### src/hw/rtl/iirdf_pkg.sv
// Shared types, constants and the microcode table of the direct form II IIR filter.
package iirdf_pkg;

   // Field and datapath widths.
   localparam int SAMPLE_W   = 16;
   localparam int OUT_W      = 24;
   localparam int COEF_W     = 32;
   localparam int TAP_W      = 48;
   localparam int FRAC_W     = 24;
   localparam int OPND_W     = 25;
   localparam int PROD_W     = COEF_W + OPND_W;
   localparam int ACC_W      = 58;
   localparam int STEP_W     = 5;

   // Configuration port.
   localparam int CSR_DATA_W = 64;
   localparam int CSR_ADDR_W = 6;
   localparam int NUM_REGS   = 5;
   localparam int REG_IDX_W  = 3;

   // Filter order.
   localparam int NUM_COEFS_DEF = 5;
   localparam int MAX_TAPS      = 4;

   // Register indexes.
   localparam logic [REG_IDX_W-1:0] REG_FF_COEF_01  = 3'd0;
   localparam logic [REG_IDX_W-1:0] REG_FF_COEF_23  = 3'd1;
   localparam logic [REG_IDX_W-1:0] REG_FB_COEF_01  = 3'd2;
   localparam logic [REG_IDX_W-1:0] REG_FB_COEF_23  = 3'd3;
   localparam logic [REG_IDX_W-1:0] REG_COEF_PAIR_4 = 3'd4;

   // Register reset values: unity gain in b0 and a0.
   localparam logic [CSR_DATA_W-1:0] RST_FF_COEF_01  = 64'd16777216;
   localparam logic [CSR_DATA_W-1:0] RST_FF_COEF_23  = 64'd0;
   localparam logic [CSR_DATA_W-1:0] RST_FB_COEF_01  = 64'd16777216;
   localparam logic [CSR_DATA_W-1:0] RST_FB_COEF_23  = 64'd0;
   localparam logic [CSR_DATA_W-1:0] RST_COEF_PAIR_4 = 64'd0;

   // Tap codes of the microword: w0 is the fresh value, w1..w4 the delay line.
   localparam logic [2:0] TAP_W0 = 3'd0;
   localparam logic [2:0] TAP_W1 = 3'd1;
   localparam logic [2:0] TAP_W2 = 3'd2;
   localparam logic [2:0] TAP_W3 = 3'd3;
   localparam logic [2:0] TAP_W4 = 3'd4;

   // Program addresses that are jump targets, and the final step.
   localparam logic [STEP_W-1:0] STEP_FB_DRAIN = 5'd9;
   localparam logic [STEP_W-1:0] STEP_FF_DRAIN = 5'd21;
   localparam logic [STEP_W-1:0] STEP_LAST     = 5'd22;

   // Accumulator operation applied to a registered product.
   typedef enum logic [2:0] {
      OP_NONE,
      OP_LOAD,
      OP_LOAD_SHR,
      OP_ADD,
      OP_ADD_SHR,
      OP_SUB,
      OP_SUB_SHR
   } acc_op_type;

   // Coefficient select.
   typedef enum logic [3:0] {
      C_A0, C_A1, C_A2, C_A3, C_A4,
      C_B0, C_B1, C_B2, C_B3, C_B4
   } coef_sel_type;

   // Multiplier operand select: input sample, low or high part of a tap.
   typedef enum logic [1:0] {
      OPND_X,
      OPND_LO,
      OPND_HI
   } opnd_type;

   // Step action on the accumulator result.
   typedef enum logic [1:0] {
      ACT_NONE,
      ACT_SAT_W0,
      ACT_OUT
   } act_type;

   // Sequencer state.
   typedef enum logic {
      SEQ_IDLE,
      SEQ_RUN
   } seq_state_type;

   // One control word of the program.
   typedef struct packed {
      coef_sel_type      coef_sel;
      opnd_type          opnd;
      logic [2:0]        tap_sel;
      acc_op_type        op;
      act_type           act;
      logic              jump_en;
      logic [2:0]        jump_below;
      logic [STEP_W-1:0] target;
   } ucode_word_type;

   // Control handed to the multiply-accumulate unit.
   typedef struct packed {
      acc_op_type op;
   } mac_ctrl_type;

   // Builds one control word.
   function automatic ucode_word_type uw(coef_sel_type c, opnd_type o, logic [2:0] t,
                                          acc_op_type p, act_type a, logic j,
                                          logic [2:0] jb, logic [STEP_W-1:0] tg);
      ucode_word_type w;
      w.coef_sel   = c;
      w.opnd       = o;
      w.tap_sel    = t;
      w.op         = p;
      w.act        = a;
      w.jump_en    = j;
      w.jump_below = jb;
      w.target     = tg;
      return w;
   endfunction

   // The program. Each tap term takes two products: coefficient times the low
   // 24 bits (floored by 24) and coefficient times the high part. A jump is
   // taken when NUM_COEFS, the coefficient count, is below jump_below.
   function automatic ucode_word_type ucode_rom(logic [STEP_W-1:0] step);
      ucode_word_type w;
      case (step)
         5'd0:  w = uw(C_A0, OPND_X,  TAP_W0, OP_LOAD,     ACT_NONE,   1'b0, 3'd0, '0);
         5'd1:  w = uw(C_A1, OPND_LO, TAP_W1, OP_SUB_SHR,  ACT_NONE,   1'b0, 3'd0, '0);
         5'd2:  w = uw(C_A1, OPND_HI, TAP_W1, OP_SUB,      ACT_NONE,   1'b0, 3'd0, '0);
         5'd3:  w = uw(C_A2, OPND_LO, TAP_W2, OP_SUB_SHR,  ACT_NONE,   1'b0, 3'd0, '0);
         5'd4:  w = uw(C_A2, OPND_HI, TAP_W2, OP_SUB,      ACT_NONE,   1'b1, 3'd4,
                       STEP_FB_DRAIN);
         5'd5:  w = uw(C_A3, OPND_LO, TAP_W3, OP_SUB_SHR,  ACT_NONE,   1'b0, 3'd0, '0);
         5'd6:  w = uw(C_A3, OPND_HI, TAP_W3, OP_SUB,      ACT_NONE,   1'b1, 3'd5,
                       STEP_FB_DRAIN);
         5'd7:  w = uw(C_A4, OPND_LO, TAP_W4, OP_SUB_SHR,  ACT_NONE,   1'b0, 3'd0, '0);
         5'd8:  w = uw(C_A4, OPND_HI, TAP_W4, OP_SUB,      ACT_NONE,   1'b0, 3'd0, '0);
         5'd9:  w = uw(C_A0, OPND_X,  TAP_W0, OP_NONE,     ACT_NONE,   1'b0, 3'd0, '0);
         5'd10: w = uw(C_A0, OPND_X,  TAP_W0, OP_NONE,     ACT_SAT_W0, 1'b0, 3'd0, '0);
         5'd11: w = uw(C_B0, OPND_LO, TAP_W0, OP_LOAD_SHR, ACT_NONE,   1'b0, 3'd0, '0);
         5'd12: w = uw(C_B0, OPND_HI, TAP_W0, OP_ADD,      ACT_NONE,   1'b0, 3'd0, '0);
         5'd13: w = uw(C_B1, OPND_LO, TAP_W1, OP_ADD_SHR,  ACT_NONE,   1'b0, 3'd0, '0);
         5'd14: w = uw(C_B1, OPND_HI, TAP_W1, OP_ADD,      ACT_NONE,   1'b0, 3'd0, '0);
         5'd15: w = uw(C_B2, OPND_LO, TAP_W2, OP_ADD_SHR,  ACT_NONE,   1'b0, 3'd0, '0);
         5'd16: w = uw(C_B2, OPND_HI, TAP_W2, OP_ADD,      ACT_NONE,   1'b1, 3'd4,
                       STEP_FF_DRAIN);
         5'd17: w = uw(C_B3, OPND_LO, TAP_W3, OP_ADD_SHR,  ACT_NONE,   1'b0, 3'd0, '0);
         5'd18: w = uw(C_B3, OPND_HI, TAP_W3, OP_ADD,      ACT_NONE,   1'b1, 3'd5,
                       STEP_FF_DRAIN);
         5'd19: w = uw(C_B4, OPND_LO, TAP_W4, OP_ADD_SHR,  ACT_NONE,   1'b0, 3'd0, '0);
         5'd20: w = uw(C_B4, OPND_HI, TAP_W4, OP_ADD,      ACT_NONE,   1'b0, 3'd0, '0);
         5'd21: w = uw(C_A0, OPND_X,  TAP_W0, OP_NONE,     ACT_NONE,   1'b0, 3'd0, '0);
         5'd22: w = uw(C_A0, OPND_X,  TAP_W0, OP_NONE,     ACT_OUT,    1'b0, 3'd0, '0);
         default: w = uw(C_A0, OPND_X, TAP_W0, OP_NONE,    ACT_OUT,    1'b0, 3'd0, '0);
      endcase
      return w;
   endfunction

endpackage

### src/hw/rtl/iir_direct_form_ii_filter.sv
// Top level of the fourth-order direct form II IIR filter with microcoded control.
//
//   Channel   Role             Payload
//   req_*     sample in        tdata[15:0] sample_in (signed)
//   rsp_*     sample out       tdata[23:0] sample_out (signed)
//   csr_*     coefficient regs 64-bit APB-style, registers at byte address 8*i
//
// No new sample beat is accepted until the program for the last one ends:
// the single shared multiplier forms two products for every tap term and one
// for the input gain, plus drain and saturation steps of the program.
// Reset is synchronous; no clearing pass is needed.
// A finished sample waits in the output register; the program stalls on its
// last step only if the previous sample has not yet been taken.
module iir_direct_form_ii_filter
   import iirdf_pkg::*;
#(
   parameter int NUM_COEFS = NUM_COEFS_DEF
) (
   input  logic                  clock,
   input  logic                  reset,
   // Sample in, fields from bit 0: sample_in[15:0].
   input  logic                  req_tvalid,
   output logic                  req_tready,
   input  logic [SAMPLE_W-1:0]   req_tdata,
   // Sample out, fields from bit 0: sample_out[23:0].
   output logic                  rsp_tvalid,
   input  logic                  rsp_tready,
   output logic [OUT_W-1:0]      rsp_tdata,
   // Configuration port.
   input  logic                  csr_psel,
   input  logic                  csr_penable,
   input  logic                  csr_pwrite,
   input  logic [CSR_ADDR_W-1:0] csr_paddr,
   input  logic [CSR_DATA_W-1:0] csr_pwdata,
   output logic [CSR_DATA_W-1:0] csr_prdata,
   output logic                  csr_pready
);

   localparam int NUM_TAPS  = NUM_COEFS - 1;
   localparam int TAP_IDX_W = (NUM_TAPS > 1) ? $clog2(NUM_TAPS) : 1;

   localparam logic signed [OUT_W-1:0] Y_MAX = {1'b0, {(OUT_W-1){1'b1}}};
   localparam logic signed [OUT_W-1:0] Y_MIN = {1'b1, {(OUT_W-1){1'b0}}};
   localparam logic signed [TAP_W-1:0] W_MAX = {1'b0, {(TAP_W-1){1'b1}}};
   localparam logic signed [TAP_W-1:0] W_MIN = {1'b1, {(TAP_W-1){1'b0}}};

   logic [CSR_DATA_W-1:0]      regs_ff [NUM_REGS];
   logic [REG_IDX_W-1:0]       reg_idx;
   logic                       csr_wr;

   seq_state_type              state_ff, state_in;
   logic [STEP_W-1:0]          step_ff, step_in;
   ucode_word_type             word;
   logic                       stall;
   logic                       req_acc;
   logic                       step_go;

   logic signed [SAMPLE_W-1:0] x_ff;
   logic signed [TAP_W-1:0]    taps_ff [NUM_TAPS];
   logic signed [TAP_W-1:0]    w0_ff;
   logic signed [TAP_W-1:0]    tap_val;
   logic [2:0]                 tap_m1;
   logic [TAP_IDX_W-1:0]       tap_idx;

   logic signed [COEF_W-1:0]   coef;
   logic signed [OPND_W-1:0]   opnd;
   mac_ctrl_type               mac_ctrl;
   logic signed [ACC_W-1:0]    acc;
   logic                       acc_fits;
   logic signed [TAP_W-1:0]    w0_sat;
   logic signed [OUT_W-1:0]    y_sat;

   logic                       rsp_valid_ff;
   logic [OUT_W-1:0]           rsp_data_ff;

   // Configuration registers: writes complete on the access beat.
   assign csr_pready = 1'b1;
   assign reg_idx    = csr_paddr[CSR_ADDR_W-1:3];
   assign csr_wr     = csr_psel && csr_penable && csr_pwrite && csr_pready;

   always_ff @(posedge clock) begin
      if (reset) begin
         regs_ff[REG_FF_COEF_01]  <= RST_FF_COEF_01;
         regs_ff[REG_FF_COEF_23]  <= RST_FF_COEF_23;
         regs_ff[REG_FB_COEF_01]  <= RST_FB_COEF_01;
         regs_ff[REG_FB_COEF_23]  <= RST_FB_COEF_23;
         regs_ff[REG_COEF_PAIR_4] <= RST_COEF_PAIR_4;
      end else if (csr_wr && (int'(reg_idx) < NUM_REGS)) begin
         regs_ff[reg_idx] <= csr_pwdata;
      end
   end

   always_comb begin
      csr_prdata = '0;
      if (int'(reg_idx) < NUM_REGS) begin
         csr_prdata = regs_ff[reg_idx];
      end
   end

   // Sequencer: step counter over the program with conditional jumps.
   assign word       = ucode_rom(step_ff);
   assign req_tready = (state_ff == SEQ_IDLE);
   assign req_acc    = req_tvalid && req_tready;
   assign stall      = (word.act == ACT_OUT) && rsp_valid_ff && !rsp_tready;
   assign step_go    = (state_ff == SEQ_RUN) && !stall;

   always_ff @(posedge clock) begin
      if (reset) begin
         state_ff <= SEQ_IDLE;
         step_ff  <= '0;
      end else begin
         state_ff <= state_in;
         step_ff  <= step_in;
      end
   end

   always_comb begin
      state_in = state_ff;
      step_in  = step_ff;
      case (state_ff)
         SEQ_IDLE: begin
            step_in = '0;
            if (req_acc) begin
               state_in = SEQ_RUN;
            end
         end
         SEQ_RUN: begin
            if (!stall) begin
               if (word.act == ACT_OUT) begin
                  state_in = SEQ_IDLE;
                  step_in  = '0;
               end else if (word.jump_en && (NUM_COEFS < int'(word.jump_below))) begin
                  step_in = word.target;
               end else begin
                  step_in = step_ff + STEP_W'(1);
               end
            end
         end
         default: begin
            state_in = SEQ_IDLE;
            step_in  = '0;
         end
      endcase
   end

   // Capture the sample beat.
   always_ff @(posedge clock) begin
      if (req_acc) begin
         x_ff <= req_tdata;
      end
   end

   // Tap select; a tap beyond the filter order reads as zero.
   assign tap_m1  = word.tap_sel - 3'd1;
   assign tap_idx = tap_m1[TAP_IDX_W-1:0];

   always_comb begin
      tap_val = '0;
      if (word.tap_sel == TAP_W0) begin
         tap_val = w0_ff;
      end else if (int'(word.tap_sel) <= NUM_TAPS) begin
         tap_val = taps_ff[tap_idx];
      end
   end

   // Operand select: the sample, the low 24 bits unsigned, or the high part signed.
   always_comb begin
      case (word.opnd)
         OPND_X:  opnd = OPND_W'(x_ff);
         OPND_LO: opnd = {1'b0, tap_val[FRAC_W-1:0]};
         OPND_HI: opnd = OPND_W'($signed(tap_val[TAP_W-1:FRAC_W]));
         default: opnd = '0;
      endcase
   end

   // Coefficient select from the packed register pairs.
   always_comb begin
      case (word.coef_sel)
         C_A0:    coef = regs_ff[REG_FB_COEF_01][31:0];
         C_A1:    coef = regs_ff[REG_FB_COEF_01][63:32];
         C_A2:    coef = regs_ff[REG_FB_COEF_23][31:0];
         C_A3:    coef = regs_ff[REG_FB_COEF_23][63:32];
         C_A4:    coef = regs_ff[REG_COEF_PAIR_4][63:32];
         C_B0:    coef = regs_ff[REG_FF_COEF_01][31:0];
         C_B1:    coef = regs_ff[REG_FF_COEF_01][63:32];
         C_B2:    coef = regs_ff[REG_FF_COEF_23][31:0];
         C_B3:    coef = regs_ff[REG_FF_COEF_23][63:32];
         C_B4:    coef = regs_ff[REG_COEF_PAIR_4][31:0];
         default: coef = '0;
      endcase
   end

   assign mac_ctrl.op = step_go ? word.op : OP_NONE;

   iirdf_mac u_mac (
      .clock (clock),
      .reset (reset),
      .ctrl  (mac_ctrl),
      .coef  (coef),
      .opnd  (opnd),
      .acc   (acc)
   );

   // Saturation: both w0 and the output fit exactly when the bits from 47 up agree.
   assign acc_fits = (acc[ACC_W-1:TAP_W-1] == {(ACC_W-TAP_W+1){1'b0}}) ||
                     (acc[ACC_W-1:TAP_W-1] == {(ACC_W-TAP_W+1){1'b1}});
   assign w0_sat   = acc_fits ? acc[TAP_W-1:0] : (acc[ACC_W-1] ? W_MIN : W_MAX);
   assign y_sat    = acc_fits ? acc[TAP_W-1:FRAC_W] : (acc[ACC_W-1] ? Y_MIN : Y_MAX);

   // New delay value at the saturation step, and the delay line shift at the end of the sample.
   always_ff @(posedge clock) begin
      if (step_go && (word.act == ACT_SAT_W0)) begin
         w0_ff <= w0_sat;
      end
   end

   always_ff @(posedge clock) begin
      if (reset) begin
         for (int i = 0; i < NUM_TAPS; i++) begin
            taps_ff[i] <= '0;
         end
      end else if (step_go && (word.act == ACT_OUT)) begin
         for (int i = NUM_TAPS - 1; i > 0; i--) begin
            taps_ff[i] <= taps_ff[i-1];
         end
         taps_ff[0] <= w0_ff;
      end
   end

   // Output register.
   always_ff @(posedge clock) begin
      if (reset) begin
         rsp_valid_ff <= 1'b0;
      end else if (step_go && (word.act == ACT_OUT)) begin
         rsp_valid_ff <= 1'b1;
      end else if (rsp_tready) begin
         rsp_valid_ff <= 1'b0;
      end
   end

   always_ff @(posedge clock) begin
      if (step_go && (word.act == ACT_OUT)) begin
         rsp_data_ff <= y_sat;
      end
   end

   assign rsp_tvalid = rsp_valid_ff;
   assign rsp_tdata  = rsp_data_ff;

   // An accepted beat starts the program at its first step.
   a_start: assert property (@(posedge clock) disable iff (reset)
      req_acc |=> (state_ff == SEQ_RUN) && (step_ff == '0))
      else $error("program did not start after a sample beat");

   // The step counter stays inside the program.
   a_step_range: assert property (@(posedge clock) disable iff (reset)
      (state_ff == SEQ_RUN) |-> (step_ff <= STEP_LAST))
      else $error("step counter ran past the program");

   // Completing the last step always presents a result.
   a_result: assert property (@(posedge clock) disable iff (reset)
      (step_go && (word.act == ACT_OUT)) |=> rsp_tvalid)
      else $error("finished sample was not presented");

   // An in-range feedback sum passes into w0 unchanged.
   a_w0_exact: assert property (@(posedge clock) disable iff (reset)
      (step_go && (word.act == ACT_SAT_W0) && acc_fits) |=> (w0_ff == $past(acc[TAP_W-1:0])))
      else $error("w0 differs from an in-range feedback sum");

   // The last step waits while the previous result is still held.
   a_stall: assert property (@(posedge clock) disable iff (reset)
      ((state_ff == SEQ_RUN) && stall) |=> ((state_ff == SEQ_RUN) && $stable(step_ff)))
      else $error("program moved on while the output was blocked");

endmodule

### src/hw/rtl/iirdf_mac.sv
// Shared multiply-accumulate unit: one registered 32x25 product and a wide accumulator.
module iirdf_mac
   import iirdf_pkg::*;
(
   input  logic                     clock,
   input  logic                     reset,
   input  mac_ctrl_type             ctrl,
   input  logic signed [COEF_W-1:0] coef,
   input  logic signed [OPND_W-1:0] opnd,
   output logic signed [ACC_W-1:0]  acc
);

   logic signed [PROD_W-1:0] coef_ext;
   logic signed [PROD_W-1:0] opnd_ext;
   logic signed [PROD_W-1:0] prod_in;
   logic signed [PROD_W-1:0] prod_ff;
   acc_op_type               op_ff;
   logic signed [ACC_W-1:0]  prod_full;
   logic signed [ACC_W-1:0]  prod_shr;
   logic signed [ACC_W-1:0]  acc_in;
   logic signed [ACC_W-1:0]  acc_ff;

   // Multiply stage: the operation travels with its product.
   assign coef_ext = PROD_W'(coef);
   assign opnd_ext = PROD_W'(opnd);
   assign prod_in  = coef_ext * opnd_ext;

   always_ff @(posedge clock) begin
      prod_ff <= prod_in;
      if (reset) begin
         op_ff <= OP_NONE;
      end else begin
         op_ff <= ctrl.op;
      end
   end

   // The arithmetic shift floors the product to whole Q.24 units.
   assign prod_full = ACC_W'(prod_ff);
   assign prod_shr  = ACC_W'(prod_ff >>> FRAC_W);

   // Accumulate stage.
   always_comb begin
      case (op_ff)
         OP_NONE:     acc_in = acc_ff;
         OP_LOAD:     acc_in = prod_full;
         OP_LOAD_SHR: acc_in = prod_shr;
         OP_ADD:      acc_in = acc_ff + prod_full;
         OP_ADD_SHR:  acc_in = acc_ff + prod_shr;
         OP_SUB:      acc_in = acc_ff - prod_full;
         OP_SUB_SHR:  acc_in = acc_ff - prod_shr;
         default:     acc_in = acc_ff;
      endcase
   end

   always_ff @(posedge clock) begin
      acc_ff <= acc_in;
   end

   assign acc = acc_ff;

endmodule

### config.mk
export PLATFORM = sky130hd
export DESIGN_NAME = iir_direct_form_ii_filter
export DESIGN_NICKNAME = d
export VERILOG_FILES = /design/src/hw/rtl/iirdf_pkg.sv /design/src/hw/rtl/iir_direct_form_ii_filter.sv /design/src/hw/rtl/iirdf_mac.sv
export SDC_FILE = /design/constraint.sdc
export NUM_CORES = 2
export LEC_CHECK = 0
export BUFFER_PORTS_ARGS = -buffer_cell sky130_fd_sc_hd__buf_2
export CORE_ASPECT_RATIO = 1.4
export CORE_UTILIZATION = 60
export CTS_CLUSTER_DIAMETER = 150
export CTS_CLUSTER_SIZE = 24
export DETAILED_ROUTE_END_ITERATION = 12
export HOLD_SLACK_MARGIN = 0.12
export PLACE_DENSITY = 0.82
export RECOVER_POWER = 50
export SLEW_MARGIN = 0
export SYNTH_ARGS = -nofsm -noshare
export SYNTH_HDL_FRONTEND = slang
export SYNTH_SLANG_ARGS = --single-unit
### constraint.sdc
create_clock -name clock -period 12.3 [get_ports clock]
set_input_delay 1.23 -clock clock [delete_from_list [all_inputs] [get_ports clock]]
set_output_delay 1.23 -clock clock [all_outputs]
set_load 0.01 [all_outputs]
# Word-level counts from Yosys, hierarchy flattened
# Memory sizes are Yosys's and may differ from the RTL's. A register that Yosys moved wholly into a read port is not among the register bits.
# Cells that the tools add are included.
word_totals:
  register_bits: 213
  ram_bits: 512
  rom_bits: 672
  in_bits: 93
  output_inout_bits: 91
  word_cells: 107
  memories: 3
classes:
  add_sub_neg: 6
  n_mul: 1
  magnitude_cmp: 3
  eq_ne: 21
  muxes: 37
  bitwise_logic: 6
  reduce_logical: 21
mem_list:
  columns: ["name", "depth", "width", "read_ports", "rd_clocked_by_memory_dff", "wr", "line", "text"]
  rows:
  - ["(no name shown)", 32, 21, 1, 1, 0, "iirdf_pkg.sv:126", "case (step)"]
  - ["regs_ff", 5, 64, 6, 0, 5, "iir_direct_form_ii_filter.sv:47", "logic [CSR_DATA_W-1:0] regs_ff [NUM_REGS];"]
  - ["taps_ff", 4, 48, 4, 0, 4, "iir_direct_form_ii_filter.sv:59", "logic signed [TAP_W-1:0] taps_ff [NUM_TAPS];"]
ops:
  columns: ["operator", "n"]
  rows:
  - ["2-to-1 mux 48 bit", 8]
  - ["case mux 58 bit (6 select lines)", 1]
  - ["case mux 32 bit (10 select lines)", 1]
  - ["2-to-1 mux 64 bit", 2]
  - ["case mux 25 bit (3 select lines)", 1]
  - ["OR reduction 64 bit", 1]
  - ["adder 58 x 33 -> 58 bit", 1]
  - ["adder 58 x 57 -> 58 bit", 1]
  - ["subtractor 58 x 33 -> 58 bit", 1]
  - ["subtractor 58 x 57 -> 58 bit", 1]
  - ["multiplier 32 x 25 -> 57 bit", 1]
  - ["2-to-1 mux 24 bit", 2]
  - ["2-to-1 mux 5 bit", 5]
  - ["== test 4 x 3 -> 1 bit (second input constant)", 4]
  - ["2-to-1 mux 1 bit", 14]
  - ["== test 11 bit (second input constant)", 1]
  - ["logical NOT 11 bit", 1]
  - ["logical AND 1 bit", 10]
  - ["case mux 5 bit (2 select lines)", 1]
  - ["== test 3 bit (second input constant)", 3]
  - ["== test 4 x 2 -> 1 bit (second input constant)", 2]
  - ["== test 4 bit (second input constant)", 2]
  - ["== test 3 x 2 -> 1 bit (second input constant)", 2]
  - ["nonzero test 6 bit", 1]
  - ["21 further kinds", 28]

# Longest topological paths before layout
logic_depth:
  ltp_word: 10
  depth_mapped: 41
  depth_no_buf: 34

# Modules after synthesis
# From an unflattened synthesis, not the netlist that was laid out.
hier_totals:
  hier_cells: 6614
  hier_area_um2: 67593.6
by_module_without_submodules:
  columns: ["module", "instances", "cells_per_inst", "area_each_um2", "seq_area_each_um2"]
  rows:
  - ["iirdf_mac", 1, 4359, 38196.6, 2942.8]
  - ["iir_direct_form_ii_filter", 1, 2255, 29396.9, 18437.7]

# Least setup slack after synthesis
# OpenSTA, ideal clock, no wires.
synth_path:
  path_type: "reg2reg"
  start: "reg, netlist name word[14]"
  end: "reg u_mac.prod_ff[53]"
  setup_ps: 120
  arrival_ps: 10481
  required_time_ps: 12180
  slack_ps: 1699
  stages_incl_launch_ff: 36
  path_buffers: 6
  synth_period_minus_slack_ps: 10601
  cell_sequence: "dfxtp_1 -> clkbuf_1 -> buf_1 -> buf_1 -> inv_1 -> ha_1 -> clkbuf_1 -> clkbuf_1 -> mux4_2 -> a22o_1 -> a221oi_1 -> clkbuf_1 -> nor2_1 -> fa_1 -> inv_1 -> fa_1 -> inv_1 -> fa_1 -> inv_1 -> fa_1 -> inv_1 -> fa_1 -> fa_1 -> inv_1 -> fa_1 -> inv_1 -> ha_1 -> nand4_1 -> or3_1 -> o211a_1 -> o41a_1 -> o211a_1 -> o31ai_1 -> a21o_1 -> a21oi_1 -> xnor2_1"
synth_via:
  elab_chain_cells: 6
  word_cells_on_any_way: 8
  classes_between: "add/sub: 1; mul: 1; order compare: 1; mux: 3; reduce/logical: 1; memory: 1"
synth_lines:
  columns: ["item", "line", "text"]
  rows:
  - ["subtractor 2 x 1 -> 2 bit", "iir_direct_form_ii_filter.sv:154", "assign tap_m1 = word.tap_sel - 3'd1;"]
  - ["memory read (4 x 48 bit)", null, null]
  - ["2-to-1 mux 48 bit", "iir_direct_form_ii_filter.sv:161", "end else if (int'(word.tap_sel) <= NUM_TAPS) begin"]
  - ["2-to-1 mux 48 bit *", "iir_direct_form_ii_filter.sv:159", "if (word.tap_sel == TAP_W0) begin"]
  - ["case mux 25 bit (3 select lines) *", "iir_direct_form_ii_filter.sv:168", "case (word.opnd)"]
  - ["multiplier 32 x 25 -> 57 bit *", "iirdf_mac.sv:26", "assign prod_in = coef_ext * opnd_ext;"]
  - ["net u_mac.prod_in[53]", "iirdf_mac.sv:15", "logic signed [PROD_W-1:0] prod_in;"]
  - ["end signal, assigned", "iirdf_mac.sv:29", "prod_ff <= prod_in;"]
  - ["end, declared", "iirdf_mac.sv:16", "logic signed [PROD_W-1:0] prod_ff;"]
# The timed path passes the listed nets; every way through them passes the cells marked *.
# A chain may end at the register's enable or synchronous reset.

# Worst setup path in the final report
layout_path:
  start: "reg, netlist name word[14]"
  end: "reg u_mac.prod_ff[56]"
layout_via:
  elab_chain_cells: 6
  word_cells_on_any_way: 8
  classes_between: "add/sub: 1; mul: 1; order compare: 1; mux: 3; reduce/logical: 1; memory: 1"
layout_lines:
  columns: ["item", "line"]
  rows:
  - ["subtractor 2 x 1 -> 2 bit", "iir_direct_form_ii_filter.sv:154"]
  - ["memory read (4 x 48 bit)", null]
  - ["2-to-1 mux 48 bit", "iir_direct_form_ii_filter.sv:161"]
  - ["2-to-1 mux 48 bit *", "iir_direct_form_ii_filter.sv:159"]
  - ["case mux 25 bit (3 select lines) *", "iir_direct_form_ii_filter.sv:168"]
  - ["multiplier 32 x 25 -> 57 bit *", "iirdf_mac.sv:26"]
  - ["net u_mac.prod_in[56]", "iirdf_mac.sv:15"]
# Marked as above.

==> results_dict.tcl <==
set metrics [dict create \
    cts_max_level 2 \
    vias 50795 \
    io-pin-count 184 \
    finalWirelength_um 203000 \
    die_w_um 283 \
    synth_compound_area_frac 0.111 \
    clockRootBuffer "clkbuf_16" \
    drv_cap 18 \
    firstDrtPassIters 6 \
    cts_max_path_buffers 3 \
    endpoint_kind "register" \
    synth-xor-area-share 0.0207 \
    tightest_slew_ns 4.02 \
    grt_max_degree 124 \
    critical_path_required_ns 12.83 \
    yosys_warnings 0 \
    ctsResizeCount 0 \
    synth_edf_count 658 \
    die_area_um2 112000 \
    setup_violations 0 \
    io_buffers 179 \
    worstSetupStartpointType "register" \
    outcome "finished with violations" \
    hp-class "reg2reg" \
    min_period_over_period 0.906 \
    floorplan.core_area_um2 110000 \
    synth_top_cells_by_area "edfxtp_1 30%, fa_1 25%, and2_1 5.4%" \
    viasPerCell 6.41 \
    grt_pass1_vias 53160 \
    rsz0062_at_grt "no" \
    path_max_fanout 28 \
    clkTransAtPathRegs_ns 0.10 \
    hold_viol 0 \
    synth_seq_cells 739 \
    synth_cell_types 79 \
    start_util 0.604 \
    fp-row-count 144 \
    hpwl_um 148000 \
    routedWlPerCell_um 25.6 \
    cts_hold_buf 0 \
    synth_area_per_cell_um2 10.2 \
    cts_buffers 37 \
    timing_worst_setup_path_type "reg2reg" \
    ys.flop_type "edfxtp_1" \
    violations "capacitance limit, slew limit" \
    period_needed_ns 11.14 \
    grt_overflow 0 \
    syn_area_um2 66400 \
    grt_util_all_layers 0.361 \
    synthAdderAreaFrac 0.289 \
    yosysSeqAreaShare 0.322 \
    whs_path_depth 1 \
    post_cts.repair.setup_buffers 0 \
    worstSkewPairLatency_ns 0.66 \
    dr.first_iter.drc_count 5450 \
    synth-simple-area-share 0.153 \
    reg2reg_depth 29 \
    grt_pass1_wl_um 305000 \
    cts.sinks 739 \
    ant_nets 0 \
    synth_cells 6528 \
    async_reset_ff_frac 0 \
    synth_top_family_by_area "adder cells" \
    fin_setup_tns_ns 0 \
    fin_skew_ns 0.0368 \
    slew_headroom -1.68 \
    hold_ws_ns 0.436 \
    yosys.area.top_type "edfxtp_1" \
    antenna_found_initial 11 \
    syn_nets 7661 \
    layout-drive-gt1-share 0.0689 \
    area_growth_pct 5.05 \
    fmax_mhz 89.7 \
    synthMuxAreaShare 0.0294 \
    synth_top_area_frac 0.297 \
    fill_cells 8534 \
    slew_violations 911 \
    drc 0 \
    cts_tree "done" \
    gp_congestion 1.02 \
    final_nets 7574 \
    slowest_stage "a221oi_4" \
    critPathArrivalTime_ns 11.67 \
    die_h_um 396 \
    cp_common_cell "fa_1" \
    slowest_delay_ns 1.17 \
    final_util 0.635 \
]
[metal layers]
| metal | GRT usage | routed length [um] |
|---|---|---|
| met2 | 0.619 | 98700 |
| met1 | 0.395 | 65500 |
| met5 | 0 | 93 |
| met4 | 0.272 | 18500 |
| met3 | 0.0747 | 20300 |
[area by class of cell]
cell class | count | area, um^2 | area share
Clock buffer | 52 | 982 | 0.0141
Sequential cell | 739 | 21400 | 0.307
Multi-Input combinational cell | 4456 | 40400 | 0.578
Clock inverter | 5 | 103 | 0.00147
Timing Repair Buffer | 296 | 1690 | 0.0242
Antenna cell | 5 | 12.5 | 0.000179
Tap cell | 1460 | 1830 | 0.0262
Inverter | 911 | 3420 | 0.0490
[synthesized netlist by cell type (all sizes together), types with 81 or more instances]
| cell type | n |
|---|---|
| ha | 220 |
| a21oi | 228 |
| fa | 820 |
| nor2 | 532 |
| nand2 | 547 |
| o21ai | 185 |
| dfxtp | 81 |
| a22oi | 150 |
| edfxtp | 658 |
| a21o | 112 |
| clkbuf | 394 |
| and2 | 577 |
| inv | 910 |
| xnor2 | 109 |
[per-stage QoR]
| step | std cells | cell area [um^2] | setup slack [ns] |
|---|---|---|---|
| 6_report | 7924 | 69800 | 1.16 |
| 5_1_grt | 7919 | 69800 | 0.858 |
| 4_1_cts | 7919 | 69900 | 1.32 |
| 3_5_place_dp | 7862 | 68800 | 1.42 |
| 3_3_place_gp | 7862 | 68800 | 1.49 |
| 2_1_floorplan | 6528 | 66400 | 1.70 |
[cell usage in the layout (no fill, tap or decap), types with 144 or more instances in the layout]
| cell type | n |
|---|---|
| and2_0 | 223 |
| edfxtp_1 | 658 |
| a21oi_1 | 227 |
| o21ai_0 | 183 |
| a22oi_1 | 150 |
| inv_1 | 909 |
| nand2_1 | 547 |
| and2_1 | 352 |
| ha_1 | 219 |
| buf_2 | 144 |
| fa_1 | 820 |
| nor2_1 | 528 |
[path summary, 6_finish.rpt]
path,endpoint,slack (ns),start
min,u_mac.op_ff[2],0.44,word[13]
max reg2reg,u_mac.prod_ff[56],1.16,word[14]
min reg2reg,u_mac.op_ff[2],0.44,word[13]
max,u_mac.prod_ff[56],1.16,word[14]
[worst max-delay path, delay by kind of cell (launching register included)]
family / cells / cell delay, ns
adders and majority gates: 9 / 4.82
buffers and inverters: 6 / 0.79
DFF: 1 / 0.66
muxes: 1 / 0.41
AOI/OAI and AO/OA: 7 / 3.05
xor gates and xnor gates: 1 / 0.13
and+or+nand+nor: 5 / 1.12
[cells by family after synthesis]
kind of cell | after synthesis
AO/OA/AOI/OAI | 1093
XOR/XNOR | 157
adder cells (fa/ha/maj) | 1040
buffers and inverters | 1333
flip-flops | 739
multiplexers | 113
other | 1
AND/OR/NAND/NOR | 2052
[flip-flops by register name (all words and copies together) (netlist names)]
name,count
regs_ff,320
taps_ff,192
u_mac.acc,58
u_mac.prod_ff,57
w0_ff,48
rsp_tdata,24
x_ff,16
word,14
step_ff,5
u_mac.op_ff,3
rsp_tvalid,1
state_ff,1
Power is left out: the tool's default activity adds up to more than one toggle a clock period on the data nets, which glitch-free logic cannot reach.
